<file path="src/rtl/core/slf_pkg.sv">
// Shared constants, types and command structs for the saturating ladder low-pass filter.
package slf_pkg;

	// Fixed-point format of the feedback weights and the stage gains.
	localparam int COEFF_FRAC_BITS = 10;

	// Field and state widths.
	localparam int SAMPLE_W   = 16;
	localparam int RES_W      = 11;
	localparam int CUT_W      = 15;
	localparam int CFG_DATA_W = 15;
	localparam int STATE_W    = 32;
	localparam int NUM_STAGES = 4;
	localparam int NUM_DELAYS = 3;
	localparam int STG_IDX_W  = $clog2(NUM_STAGES);

	// Register indexes of the configuration port.
	localparam logic CFG_RESONANCE = 1'b0;
	localparam logic CFG_CUTOFF    = 1'b1;

	// Feedback weights, truncated to the fixed-point grid.
	localparam int WEIGHT_W = COEFF_FRAC_BITS;
	localparam logic [WEIGHT_W-1:0] W_LAST =
		WEIGHT_W'((64'd360891 << COEFF_FRAC_BITS) / 64'd1000000);
	localparam logic [WEIGHT_W-1:0] W_DLY1 =
		WEIGHT_W'((64'd417290 << COEFF_FRAC_BITS) / 64'd1000000);
	localparam logic [WEIGHT_W-1:0] W_DLY2 =
		WEIGHT_W'((64'd177896 << COEFF_FRAC_BITS) / 64'd1000000);
	localparam logic [WEIGHT_W-1:0] W_DLY3 =
		WEIGHT_W'((64'd439725 << COEFF_FRAC_BITS) / 64'd10000000);

	// Saturation curve: |v| - ceil(|v|^3 / (3 * FullScale^2)).
	localparam int FULL_SCALE = 32767;
	localparam logic [31:0] CUBE_DIV = 32'(64'd3 * 64'd32767 * 64'd32767);
	// Reciprocal for the quotient estimate: (n >> 15) * RECIP >> 32 is at most one low.
	localparam int RECIP_PRE = 15;
	localparam int RECIP_SH  = 32;
	localparam logic [15:0] RECIP = 16'((64'd1 << (RECIP_PRE + RECIP_SH)) / 64'(CUBE_DIV));
	localparam int CUBE_W = 46;
	localparam int QUOT_W = CUBE_W - RECIP_SH;
	localparam int REM_W  = 34;

	// Shared multiplier and the value fed to the saturator.
	localparam int MUL_A_W = 33;
	localparam int MUL_B_W = 18;
	localparam int PROD_W  = MUL_A_W + MUL_B_W;
	localparam int SHP_W   = PROD_W - COEFF_FRAC_BITS;
	localparam int SV_W    = SHP_W + 1;
	localparam int ACC_W   = STATE_W + 2;

	// Controller states.
	typedef enum logic [3:0] {
		ST_IDLE,
		ST_FB0,
		ST_FB1,
		ST_FB2,
		ST_FB3,
		ST_FB4,
		ST_KFB,
		ST_SAT_A,
		ST_SAT_SQ,
		ST_SAT_CU,
		ST_SAT_QE,
		ST_SAT_QC,
		ST_SAT_FIX,
		ST_INC,
		ST_UPD,
		ST_OUT
	} ctrl_state_t;

	// Which saturation the shared saturator sequence is working on.
	typedef enum logic [1:0] {
		SJ_IN,
		SJ_OWN,
		SJ_NEW,
		SJ_FB
	} sat_job_t;

	// Operand pair of the shared multiplier.
	typedef enum logic [3:0] {
		MS_NONE,
		MS_S4W,
		MS_D1W,
		MS_D2W,
		MS_D3W,
		MS_KFB,
		MS_SQ,
		MS_CU,
		MS_QE,
		MS_QC,
		MS_INC
	} mul_sel_t;

	typedef enum logic [1:0] {
		SRC_TARGET,
		SRC_STAGE,
		SRC_FB
	} sat_src_t;

	typedef enum logic [1:0] {
		DST_TGT,
		DST_OWN,
		DST_RES
	} sat_dst_t;

	// Commands from the controller to the datapath.
	typedef struct packed {
		mul_sel_t               mul_sel;
		logic                   x_ld;
		logic                   acc_ld;
		logic                   acc_add;
		logic                   fb_ld;
		logic                   sat_ld;
		sat_src_t               sat_src;
		logic                   sat_wr;
		sat_dst_t               sat_dst;
		logic                   st_upd;
		logic [STG_IDX_W-1:0]   stage_idx;
		logic                   out_ld;
	} slf_cmd_t;

	// Status from the datapath to the controller.
	typedef struct packed {
		logic out_free;
	} slf_sts_t;

endpackage

</file>
<file path="src/rtl/core/slf_in_if.sv">
// Input channel: valid/ready handshake carrying one input sample word.
interface slf_in_if;
	logic                                     valid;
	logic                                     ready;
	logic signed [slf_pkg::SAMPLE_W-1:0]      sample_in;

	modport source(output valid, output sample_in, input ready);
	modport sink(input valid, input sample_in, output ready);
endinterface

</file>
<file path="src/rtl/core/slf_out_if.sv">
// Output channel: valid/ready handshake carrying one filtered sample word.
interface slf_out_if;
	logic                                     valid;
	logic                                     ready;
	logic signed [slf_pkg::SAMPLE_W-1:0]      sample_out;

	modport source(output valid, output sample_out, input ready);
	modport sink(input valid, input sample_out, output ready);
endinterface

</file>
<file path="src/rtl/core/slf_ctrl.sv">
// Controller state machine that sequences the shared multiplier and saturator.
module slf_ctrl (
	input  logic                clk,
	input  logic                arst_n,
	input  logic                in_valid,
	output logic                in_ready,
	input  slf_pkg::slf_sts_t   sts,
	output slf_pkg::slf_cmd_t   cmd
);

	slf_pkg::ctrl_state_t              state_q, state_d;
	slf_pkg::sat_job_t                 job_q, job_d;
	logic [slf_pkg::STG_IDX_W-1:0]     stg_q, stg_d;

	function automatic logic [slf_pkg::STG_IDX_W-1:0] STG_IDX_NEXT(
		input logic [slf_pkg::STG_IDX_W-1:0] idx
	);
		return slf_pkg::STG_IDX_W'(idx + 1'b1);
	endfunction

	// State, saturation job and stage counter.
	always_ff @(posedge clk or negedge arst_n) begin
		if (!arst_n) begin
			state_q <= slf_pkg::ST_IDLE;
			job_q   <= slf_pkg::SJ_IN;
			stg_q   <= '0;
		end else begin
			state_q <= state_d;
			job_q   <= job_d;
			stg_q   <= stg_d;
		end
	end

	// Next state and datapath commands.
	always_comb begin
		state_d       = state_q;
		job_d         = job_q;
		stg_d         = stg_q;
		in_ready      = 1'b0;
		cmd           = '0;
		cmd.stage_idx = stg_q;

		case (state_q)
			slf_pkg::ST_IDLE: begin
				in_ready = 1'b1;
				if (in_valid) begin
					cmd.x_ld = 1'b1;
					state_d  = slf_pkg::ST_FB0;
				end
			end
			// Weighted sum of the last stage and its delayed copies.
			slf_pkg::ST_FB0: begin
				cmd.mul_sel = slf_pkg::MS_S4W;
				state_d     = slf_pkg::ST_FB1;
			end
			slf_pkg::ST_FB1: begin
				cmd.mul_sel = slf_pkg::MS_D1W;
				cmd.acc_ld  = 1'b1;
				state_d     = slf_pkg::ST_FB2;
			end
			slf_pkg::ST_FB2: begin
				cmd.mul_sel = slf_pkg::MS_D2W;
				cmd.acc_add = 1'b1;
				state_d     = slf_pkg::ST_FB3;
			end
			slf_pkg::ST_FB3: begin
				cmd.mul_sel = slf_pkg::MS_D3W;
				cmd.acc_add = 1'b1;
				state_d     = slf_pkg::ST_FB4;
			end
			slf_pkg::ST_FB4: begin
				cmd.fb_ld = 1'b1;
				state_d   = slf_pkg::ST_KFB;
			end
			slf_pkg::ST_KFB: begin
				cmd.mul_sel = slf_pkg::MS_KFB;
				job_d       = slf_pkg::SJ_IN;
				stg_d       = '0;
				state_d     = slf_pkg::ST_SAT_A;
			end
			// Saturator sequence: clamp, square, cube, estimate, check, correct.
			slf_pkg::ST_SAT_A: begin
				cmd.sat_ld = 1'b1;
				case (job_q)
					slf_pkg::SJ_IN: cmd.sat_src = slf_pkg::SRC_TARGET;
					slf_pkg::SJ_FB: cmd.sat_src = slf_pkg::SRC_FB;
					default:        cmd.sat_src = slf_pkg::SRC_STAGE;
				endcase
				state_d = slf_pkg::ST_SAT_SQ;
			end
			slf_pkg::ST_SAT_SQ: begin
				cmd.mul_sel = slf_pkg::MS_SQ;
				state_d     = slf_pkg::ST_SAT_CU;
			end
			slf_pkg::ST_SAT_CU: begin
				cmd.mul_sel = slf_pkg::MS_CU;
				state_d     = slf_pkg::ST_SAT_QE;
			end
			slf_pkg::ST_SAT_QE: begin
				cmd.mul_sel = slf_pkg::MS_QE;
				state_d     = slf_pkg::ST_SAT_QC;
			end
			slf_pkg::ST_SAT_QC: begin
				cmd.mul_sel = slf_pkg::MS_QC;
				state_d     = slf_pkg::ST_SAT_FIX;
			end
			slf_pkg::ST_SAT_FIX: begin
				cmd.sat_wr = 1'b1;
				case (job_q)
					slf_pkg::SJ_IN: begin
						cmd.sat_dst = slf_pkg::DST_TGT;
						job_d       = slf_pkg::SJ_OWN;
						state_d     = slf_pkg::ST_SAT_A;
					end
					slf_pkg::SJ_OWN: begin
						cmd.sat_dst = slf_pkg::DST_OWN;
						state_d     = slf_pkg::ST_INC;
					end
					slf_pkg::SJ_NEW: begin
						cmd.sat_dst = slf_pkg::DST_TGT;
						job_d       = slf_pkg::SJ_OWN;
						stg_d       = STG_IDX_NEXT(stg_q);
						state_d     = slf_pkg::ST_SAT_A;
					end
					default: begin
						cmd.sat_dst = slf_pkg::DST_RES;
						state_d     = slf_pkg::ST_OUT;
					end
				endcase
			end
			// Stage increment and update.
			slf_pkg::ST_INC: begin
				cmd.mul_sel = slf_pkg::MS_INC;
				state_d     = slf_pkg::ST_UPD;
			end
			slf_pkg::ST_UPD: begin
				cmd.st_upd = 1'b1;
				if (stg_q == slf_pkg::STG_IDX_W'(slf_pkg::NUM_STAGES - 1)) begin
					job_d = slf_pkg::SJ_FB;
				end else begin
					job_d = slf_pkg::SJ_NEW;
				end
				state_d = slf_pkg::ST_SAT_A;
			end
			slf_pkg::ST_OUT: begin
				if (sts.out_free) begin
					cmd.out_ld = 1'b1;
					state_d    = slf_pkg::ST_IDLE;
				end
			end
			default: begin
				state_d = slf_pkg::ST_IDLE;
			end
		endcase
	end

endmodule

</file>
<file path="src/rtl/core/slf_dpath.sv">
// Datapath: configuration, filter state, shared multiplier, saturator and output register.
module slf_dpath (
	input  logic                                    clk,
	input  logic                                    arst_n,
	input  logic                                    wr_en,
	input  logic                                    wr_index,
	input  logic [slf_pkg::CFG_DATA_W-1:0]          wr_data,
	input  logic signed [slf_pkg::SAMPLE_W-1:0]     sample_in,
	input  slf_pkg::slf_cmd_t                       cmd,
	output slf_pkg::slf_sts_t                       sts,
	input  logic                                    out_ready,
	output logic                                    out_valid,
	output logic signed [slf_pkg::SAMPLE_W-1:0]     sample_out
);

	logic [slf_pkg::RES_W-1:0]                  res_gain_q;
	logic [slf_pkg::CUT_W-1:0]                  cut_gain_q;
	logic signed [slf_pkg::STATE_W-1:0]         st_q [slf_pkg::NUM_STAGES];
	logic signed [slf_pkg::STATE_W-1:0]         dl_q [slf_pkg::NUM_DELAYS];
	logic signed [slf_pkg::SAMPLE_W-1:0]        x_q;
	logic signed [slf_pkg::ACC_W-1:0]           acc_q;
	logic signed [slf_pkg::STATE_W-1:0]         fb_q;
	logic signed [slf_pkg::PROD_W-1:0]          prod_q;
	logic [slf_pkg::SAMPLE_W-1:0]               sa_q;
	logic                                       sneg_q;
	logic [slf_pkg::CUBE_W-1:0]                 n_q;
	logic [slf_pkg::QUOT_W-1:0]                 q0_q;
	logic signed [slf_pkg::SAMPLE_W-1:0]        tgt_q;
	logic signed [slf_pkg::SAMPLE_W-1:0]        own_q;
	logic signed [slf_pkg::SAMPLE_W-1:0]        res_q;
	logic                                       out_valid_q;
	logic signed [slf_pkg::SAMPLE_W-1:0]        out_data_q;

	logic signed [slf_pkg::MUL_A_W-1:0]         mul_a;
	logic signed [slf_pkg::MUL_B_W-1:0]         mul_b;
	logic signed [slf_pkg::PROD_W-1:0]          prod_d;
	logic signed [slf_pkg::SHP_W-1:0]           prod_sh;
	logic signed [slf_pkg::SAMPLE_W:0]          diff;
	logic signed [slf_pkg::SV_W-1:0]            sat_v;
	logic signed [slf_pkg::SAMPLE_W:0]          clamp_v;
	logic [slf_pkg::SAMPLE_W-1:0]               sa_d;
	logic [slf_pkg::REM_W-1:0]                  rem0;
	logic [slf_pkg::REM_W-1:0]                  rem1;
	logic                                       rem_ge;
	logic [slf_pkg::QUOT_W:0]                   q_ceil;
	logic [slf_pkg::SAMPLE_W-1:0]               mag;
	logic signed [slf_pkg::SAMPLE_W-1:0]        sat_res;

	// Configuration registers.
	always_ff @(posedge clk or negedge arst_n) begin
		if (!arst_n) begin
			res_gain_q <= slf_pkg::RES_W'(102);
			cut_gain_q <= slf_pkg::CUT_W'(704);
		end else if (wr_en) begin
			case (wr_index)
				slf_pkg::CFG_RESONANCE: res_gain_q <= wr_data[slf_pkg::RES_W-1:0];
				slf_pkg::CFG_CUTOFF:    cut_gain_q <= wr_data[slf_pkg::CUT_W-1:0];
				default: ;
			endcase
		end
	end

	// Shared multiplier operand selection.
	assign diff = (slf_pkg::SAMPLE_W + 1)'(tgt_q) - (slf_pkg::SAMPLE_W + 1)'(own_q);

	always_comb begin
		mul_a = '0;
		mul_b = '0;
		case (cmd.mul_sel)
			slf_pkg::MS_S4W: begin
				mul_a = slf_pkg::MUL_A_W'(st_q[slf_pkg::NUM_STAGES-1]);
				mul_b = slf_pkg::MUL_B_W'($signed({1'b0, slf_pkg::W_LAST}));
			end
			slf_pkg::MS_D1W: begin
				mul_a = slf_pkg::MUL_A_W'(dl_q[0]);
				mul_b = slf_pkg::MUL_B_W'($signed({1'b0, slf_pkg::W_DLY1}));
			end
			slf_pkg::MS_D2W: begin
				mul_a = slf_pkg::MUL_A_W'(dl_q[1]);
				mul_b = slf_pkg::MUL_B_W'($signed({1'b0, slf_pkg::W_DLY2}));
			end
			slf_pkg::MS_D3W: begin
				mul_a = slf_pkg::MUL_A_W'(dl_q[2]);
				mul_b = slf_pkg::MUL_B_W'($signed({1'b0, slf_pkg::W_DLY3}));
			end
			slf_pkg::MS_KFB: begin
				// Feedback gain is four times the resonance register.
				mul_a = slf_pkg::MUL_A_W'(fb_q);
				mul_b = slf_pkg::MUL_B_W'($signed({1'b0, res_gain_q, 2'b00}));
			end
			slf_pkg::MS_SQ: begin
				mul_a = slf_pkg::MUL_A_W'($signed({1'b0, sa_q}));
				mul_b = slf_pkg::MUL_B_W'($signed({1'b0, sa_q}));
			end
			slf_pkg::MS_CU: begin
				mul_a = slf_pkg::MUL_A_W'($signed({1'b0, prod_q[2*slf_pkg::SAMPLE_W-2:0]}));
				mul_b = slf_pkg::MUL_B_W'($signed({1'b0, sa_q}));
			end
			slf_pkg::MS_QE: begin
				mul_a = slf_pkg::MUL_A_W'($signed({1'b0,
					prod_q[slf_pkg::CUBE_W-1:slf_pkg::RECIP_PRE]}));
				mul_b = slf_pkg::MUL_B_W'($signed({1'b0, slf_pkg::RECIP}));
			end
			slf_pkg::MS_QC: begin
				mul_a = slf_pkg::MUL_A_W'($signed({1'b0, slf_pkg::CUBE_DIV}));
				mul_b = slf_pkg::MUL_B_W'($signed({1'b0,
					prod_q[slf_pkg::CUBE_W-1:slf_pkg::RECIP_SH]}));
			end
			slf_pkg::MS_INC: begin
				mul_a = slf_pkg::MUL_A_W'(diff);
				mul_b = slf_pkg::MUL_B_W'($signed({1'b0, cut_gain_q}));
			end
			default: begin
				mul_a = '0;
				mul_b = '0;
			end
		endcase
	end

	assign prod_d  = mul_a * mul_b;
	assign prod_sh = slf_pkg::SHP_W'(prod_q >>> slf_pkg::COEFF_FRAC_BITS);

	// Saturator front end: pick the operand, clamp to the sample range, take magnitude.
	always_comb begin
		case (cmd.sat_src)
			slf_pkg::SRC_TARGET: sat_v = slf_pkg::SV_W'(x_q) - slf_pkg::SV_W'(prod_sh);
			slf_pkg::SRC_STAGE:  sat_v = slf_pkg::SV_W'(st_q[cmd.stage_idx]);
			slf_pkg::SRC_FB:     sat_v = slf_pkg::SV_W'(fb_q);
			default:             sat_v = '0;
		endcase
		if (sat_v > slf_pkg::SV_W'(slf_pkg::FULL_SCALE)) begin
			clamp_v = (slf_pkg::SAMPLE_W + 1)'(slf_pkg::FULL_SCALE);
		end else if (sat_v < slf_pkg::SV_W'(-slf_pkg::FULL_SCALE - 1)) begin
			clamp_v = (slf_pkg::SAMPLE_W + 1)'(-slf_pkg::FULL_SCALE - 1);
		end else begin
			clamp_v = (slf_pkg::SAMPLE_W + 1)'(sat_v);
		end
		sa_d = clamp_v[slf_pkg::SAMPLE_W] ? slf_pkg::SAMPLE_W'(-clamp_v)
			: slf_pkg::SAMPLE_W'(clamp_v);
	end

	// Saturator back end: the estimate is exact or one low; round the quotient up.
	always_comb begin
		rem0   = n_q[slf_pkg::REM_W-1:0] - prod_q[slf_pkg::REM_W-1:0];
		rem_ge = (rem0 >= slf_pkg::REM_W'(slf_pkg::CUBE_DIV));
		rem1   = rem_ge ? rem0 - slf_pkg::REM_W'(slf_pkg::CUBE_DIV) : rem0;
		q_ceil = (slf_pkg::QUOT_W + 1)'(q0_q) + (slf_pkg::QUOT_W + 1)'(rem_ge)
			+ (slf_pkg::QUOT_W + 1)'(rem1 != '0);
		mag     = sa_q - slf_pkg::SAMPLE_W'(q_ceil);
		sat_res = sneg_q ? slf_pkg::SAMPLE_W'(-mag) : $signed(mag);
	end

	// Filter state: ladder stages and delayed copies of the last stage.
	always_ff @(posedge clk or negedge arst_n) begin
		if (!arst_n) begin
			for (int i = 0; i < slf_pkg::NUM_STAGES; i++) begin
				st_q[i] <= '0;
			end
			for (int i = 0; i < slf_pkg::NUM_DELAYS; i++) begin
				dl_q[i] <= '0;
			end
		end else begin
			if (cmd.fb_ld) begin
				dl_q[2] <= dl_q[1];
				dl_q[1] <= dl_q[0];
				dl_q[0] <= st_q[slf_pkg::NUM_STAGES-1];
			end
			if (cmd.st_upd) begin
				st_q[cmd.stage_idx] <= st_q[cmd.stage_idx] + slf_pkg::STATE_W'(prod_sh);
			end
		end
	end

	// Working registers of the datapath.
	always_ff @(posedge clk) begin
		prod_q <= prod_d;
		if (cmd.x_ld) begin
			x_q <= sample_in;
		end
		if (cmd.acc_ld) begin
			acc_q <= slf_pkg::ACC_W'(prod_sh);
		end else if (cmd.acc_add) begin
			acc_q <= acc_q + slf_pkg::ACC_W'(prod_sh);
		end
		if (cmd.fb_ld) begin
			fb_q <= slf_pkg::STATE_W'(acc_q + slf_pkg::ACC_W'(prod_sh));
		end
		if (cmd.sat_ld) begin
			sa_q   <= sa_d;
			sneg_q <= clamp_v[slf_pkg::SAMPLE_W];
		end
		if (cmd.mul_sel == slf_pkg::MS_QE) begin
			n_q <= prod_q[slf_pkg::CUBE_W-1:0];
		end
		if (cmd.mul_sel == slf_pkg::MS_QC) begin
			q0_q <= prod_q[slf_pkg::CUBE_W-1:slf_pkg::RECIP_SH];
		end
		if (cmd.sat_wr) begin
			case (cmd.sat_dst)
				slf_pkg::DST_TGT: tgt_q <= sat_res;
				slf_pkg::DST_OWN: own_q <= sat_res;
				slf_pkg::DST_RES: res_q <= sat_res;
				default: ;
			endcase
		end
		if (cmd.out_ld) begin
			out_data_q <= res_q;
		end
	end

	// Output word register.
	always_ff @(posedge clk or negedge arst_n) begin
		if (!arst_n) begin
			out_valid_q <= 1'b0;
		end else if (cmd.out_ld) begin
			out_valid_q <= 1'b1;
		end else if (out_ready) begin
			out_valid_q <= 1'b0;
		end
	end

	assign sts.out_free = !out_valid_q || out_ready;
	assign out_valid    = out_valid_q;
	assign sample_out   = out_data_q;

endmodule

</file>
<file path="src/rtl/core/saturating_ladder_lowpass_filter_top.sv">
// Top level of the saturating four-stage ladder low-pass filter.
// Words are handled one at a time: a new input word is taken only in the idle state, after the
// previous result has gone to the output register; all products go through one shared 33x18 multiplier
// and nine saturations.
// Reset (arst_n, asynchronous, active low) clears stages and delays, restores both gains.
module saturating_ladder_lowpass_filter_top (
	input  logic                                clk,
	input  logic                                arst_n,
	input  logic                                wr_en,
	input  logic                                wr_index,
	input  logic [slf_pkg::CFG_DATA_W-1:0]      wr_data,
	slf_in_if.sink                              in_ch,
	slf_out_if.source                           out_ch
);

	slf_pkg::slf_cmd_t  cmd;
	slf_pkg::slf_sts_t  sts;
	logic               in_ready;

	assign in_ch.ready = in_ready;

	slf_ctrl u_ctrl (
		.clk      (clk),
		.arst_n   (arst_n),
		.in_valid (in_ch.valid),
		.in_ready (in_ready),
		.sts      (sts),
		.cmd      (cmd)
	);

	slf_dpath u_dpath (
		.clk        (clk),
		.arst_n     (arst_n),
		.wr_en      (wr_en),
		.wr_index   (wr_index),
		.wr_data    (wr_data),
		.sample_in  (in_ch.sample_in),
		.cmd        (cmd),
		.sts        (sts),
		.out_ready  (out_ch.ready),
		.out_valid  (out_ch.valid),
		.sample_out (out_ch.sample_out)
	);

endmodule

</file>
<file path="src/flat_wrapper.sv">
// flat-port wrapper written by rule: the top's interface ports become plain ports
module saturating_ladder_lowpass_filter_top_flat 
  (clk, arst_n, wr_en, wr_index, wr_data, in_ch_valid, in_ch_sample_in, in_ch_ready, out_ch_valid, out_ch_sample_out, out_ch_ready);
  slf_in_if in_ch_i ();
  slf_out_if out_ch_i ();
  input  logic clk;
  input  logic arst_n;
  input  logic wr_en;
  input  logic wr_index;
  input  logic [slf_pkg::CFG_DATA_W-1:0] wr_data;
  input wire logic [$bits(in_ch_i.valid)-1:0] in_ch_valid;
  input wire logic [$bits(in_ch_i.sample_in)-1:0] in_ch_sample_in;
  output wire logic [$bits(in_ch_i.ready)-1:0] in_ch_ready;
  output wire logic [$bits(out_ch_i.valid)-1:0] out_ch_valid;
  output wire logic [$bits(out_ch_i.sample_out)-1:0] out_ch_sample_out;
  input wire logic [$bits(out_ch_i.ready)-1:0] out_ch_ready;
  assign in_ch_i.valid = in_ch_valid;
  assign in_ch_i.sample_in = in_ch_sample_in;
  assign in_ch_ready = in_ch_i.ready;
  assign out_ch_valid = out_ch_i.valid;
  assign out_ch_sample_out = out_ch_i.sample_out;
  assign out_ch_i.ready = out_ch_ready;
  saturating_ladder_lowpass_filter_top u_core (.clk(clk), .arst_n(arst_n), .wr_en(wr_en), .wr_index(wr_index), .wr_data(wr_data), .in_ch(in_ch_i), .out_ch(out_ch_i));
endmodule
</file>
<file path="config.mk">
export PLATFORM = sky130hd
export DESIGN_NAME = saturating_ladder_lowpass_filter_top_flat
export DESIGN_NICKNAME = d
export VERILOG_FILES = /design/src/rtl/core/slf_pkg.sv /design/src/rtl/core/slf_in_if.sv /design/src/rtl/core/slf_out_if.sv /design/src/rtl/core/slf_ctrl.sv /design/src/rtl/core/slf_dpath.sv /design/src/rtl/core/saturating_ladder_lowpass_filter_top.sv /design/src/flat_wrapper.sv
export SDC_FILE = /design/constraint.sdc
export NUM_CORES = 2
export LEC_CHECK = 0
export ABC_CLOCK_PERIOD_IN_PS = 10700
export BUFFER_PORTS_ARGS = -buffer_cell sky130_fd_sc_hd__buf_2
export CAP_MARGIN = 20
export CORE_MARGIN = 2
export CORE_UTILIZATION = 40
export DETAILED_ROUTE_END_ITERATION = 16
export PLACE_DENSITY = 0.64
export SLEW_MARGIN = 5
export SYNTH_ARGS = -nofsm -noshare
export SYNTH_HDL_FRONTEND = slang
export SYNTH_SLANG_ARGS = --single-unit
</file>
<file path="constraint.sdc">
create_clock -name clk -period 10.7 [get_ports clk]
set_input_delay 2.14 -clock clk [delete_from_list [all_inputs] [get_ports clk]]
set_output_delay 2.14 -clock clk [all_outputs]
set_load 0.02 [all_outputs]
</file>
==> results.txt <==
CTS clk-pin slew, worst paths = 0.06 ns
detail-routed via count per cell = 5.722
Reg2Reg Depth = 42
layout cells sized above 1 = 12.21%
pins over their slew limit = 0
core area = 0.1252 mm^2
r2r startpoint = u_core.u_dpath.own_q[0]
Post-synth EDFFs = 209
Initial Util = 40.16%
final setup violation count = 0
R2R Setup Slk = 0.54 ns
Final Hold Vio Count = 0
Buf/Inv on CP = 7
slowest CP cell = fa_1
CTS tree = done
top cells by count, synth = 824 x inv_1, 640 x nand2_1, 511 x fa_1
Die Span Y = 358.6 um
GP Congestion = 0.9526
# clock sinks = 518
initial antenna violation count = 2
Max H-tree Level = 2
RSZ-0062 raised after global routing = true
worst hold stages = 0
CP Capture Type = flop
Synth top area share = 20.34%
final period demand of the worst path = 10.16 ns
CP required = 11.21 ns
Clock Path Buffers = 3
initial DRC count = 3,961
I/O pins = 55
post-synthesis async set-or-reset flop share = 50.00%
status = complete, no violations
worst min path class = reg -> reg
chip width = 358.6 um
DP HPWL = 126,400 um
Most used DFF post-synth = dfrtp_1
clock root buffer = clkbuf_16
final WL = 160,800 um
Mapped Cells = 5,286
Yosys warnings = 0
Vias = 40,270
relative slew slack = 19.81%
die area = 0.1286 mm^2
family with the most delay on the worst path = adder cells
drt wl/cell = 22.84 um
CTS Buf Count = 55
CP peak stage delay = 0.54 ns
Worst Hold Path EP = u_core.u_dpath.sample_out[11]
Synth Register Bits = 518
GR Util met2 = 39.53%
final setup margin = 0.5403 ns
GR peak layer = met2
final clock skew = 0.03247 ns
M1 GR Usage = 34.36%
f_max = 98.43 MHz
final net count = 6,200
Area contributors post-synth = fa_1 20%, dfrtp_1 13%, edfxtp_1 12%
Area Overhead vs Synth = 9.937%
synthesized area per cell = 9.516 um^2
Max Cap Violations = 0
antenna-violating nets left = 0
first-pass GRT wire length = 244,600 um
synth unique cells = 95
overall routing resource usage = 25.04%
Setup WS pre-CTS = -0.05475 ns
Crit Path Class = reg -> reg
Final period util = 94.95%
synthesized area = 0.05030 mm^2
Setup TNS Final = 0 ns
vias in the first global route = 39,850
crit-path max FO = 27
worst skew pair latency = 0.65 ns
critical path launch point type = flop
Initial DRT Pass Iterations = 7
port bufs = 54
Hold Crit Start = u_core.u_dpath.res_q[11]
routing usage on met3 = 4.239%
Worst R2R End = u_core.u_dpath.prod_q[49]
Site Rows = 130
largest net degree at the start of global routing = 152
Critical Path AT = 10.67 ns
top-count cell post-synth = inv_1
Slew @ Worst Pin = 1.192 ns
DRC viols = 0
Worst path most repeated cell = fa_1
GRT Residual Overflow = 0
share of the yosys chip area belonging to registers = 27.37%
cell taking the most area after synthesis = fa_1
CTS Hold Bufs = 0
layout by cell type, fill, tap and decap left out, types with 28 or more instances in the layout:
cell / count
a211oi_1: 33
a21o_1: 77
a21oi_1: 227
a222oi_1: 38
a22oi_1: 81
a31oi_1: 30
and2_1: 94
and3_1: 49
buf_2: 53
buf_4: 157
clkbuf_16: 57
dfrtp_1: 251
dfxtp_1: 50
edfxtp_1: 209
fa_1: 511
ha_1: 311
inv_1: 824
mux2_2: 219
mux4_2: 32
nand2_1: 634
nand2b_1: 32
nand3_1: 91
nor2_1: 253
nor2b_1: 42
nor3_1: 78
o211ai_1: 28
o21a_1: 31
o21ai_0: 180
or3_1: 31
xnor2_1: 132
xor2_1: 51
timing repair:
| item | CTS | global route |
|---|---|---|
| resized for setup | 2 | 25 |
| pin swaps | 0 | 2 |
| setup buffers | 0 | 1 |
| setup endpoints to repair | 2 | 20 |
flip-flops by register name, summed over array words and instances, names as in the netlist, 16 cells and up:
signal,flops
u_core.u_dpath.dl_q,96
u_core.u_dpath.own_q,16
u_core.u_dpath.n_q,34
u_core.u_dpath.sample_out,16
u_core.u_dpath.prod_q,50
u_core.u_dpath.st_q,128
u_core.u_dpath.x_q,16
u_core.u_dpath.acc_q,32
u_core.u_dpath.fb_q,32
u_core.u_dpath.res_q,16
u_core.u_dpath.sa_q,16
u_core.u_dpath.tgt_q,16
worst max-delay path by stage:
stage,slack [ns],to,from,cells after the start
after global placement,0.20,u_core.u_dpath.prod_q[49],u_core.u_dpath.tgt_q[0],43
after global routing,-0.03,u_core.u_dpath.prod_q[49],u_core.u_dpath.tgt_q[0],43
final,0.54,u_core.u_dpath.prod_q[49],u_core.u_dpath.own_q[0],42
after detailed placement,-0.05,u_core.u_dpath.prod_q[49],u_core.u_dpath.tgt_q[0],42
after floorplan,0.72,u_core.u_dpath.prod_q[49],u_core.u_dpath.tgt_q[0],44
after CTS,0.04,u_core.u_dpath.prod_q[49],u_core.u_dpath.tgt_q[0],42
layout make-up:
type,count,area (um^2)
fill,12080,69940
multi-input combinational,3722,32840
sequential,518,13770
inverter,826,3100
tap,1650,2064
timing repair buffer,218,1593
clock buffer,72,1553
clock inverter,32,377.9
antenna,1,2.502
metal layers:
metal,up-vias,wire [um]
li1,18000,-
met1,20290,67810
met2,1663,72380
met3,322,13270
met4,0,7308
met5,-,0
through the flow:
stage               util [%]  hold WS, ns  instances  area [um^2]
floorplan                  -       0.4003       5287        50310
CTS                    44.04       0.4195       7035        55160
global route           44.15       0.4220       7038        55300
detailed placement     42.49       0.4052       6931        53220
finish                 44.15       0.4171       7039        55300
global placement       42.46       0.4027       6929        53180
worst register-to-register path, delay by kind of cell, from the launching register on:
family,cells,cell delay [ns]
and+or+nand+nor,8,1.97
AOI/OAI and AO/OA,17,3.12
adders and majority gates,9,3.69
DFF,1,0.38
xor gates and xnor gates,1,0.13
buffers and inverters,7,0.72
cells by family after synthesis:
logic type	count (synthesis)	synth area share, %
compound gates	1005	13.65
mux	267	6.654
flops	518	27.37
buf+inv	1047	7.843
fa+ha+maj	822	28.07
other cells	2	0.01493
xor+xnor	183	3.186
simple gates	1442	13.21
Power is not shown: default switching activity piles up to over one toggle a cycle in this logic, so the estimate is an artifact.
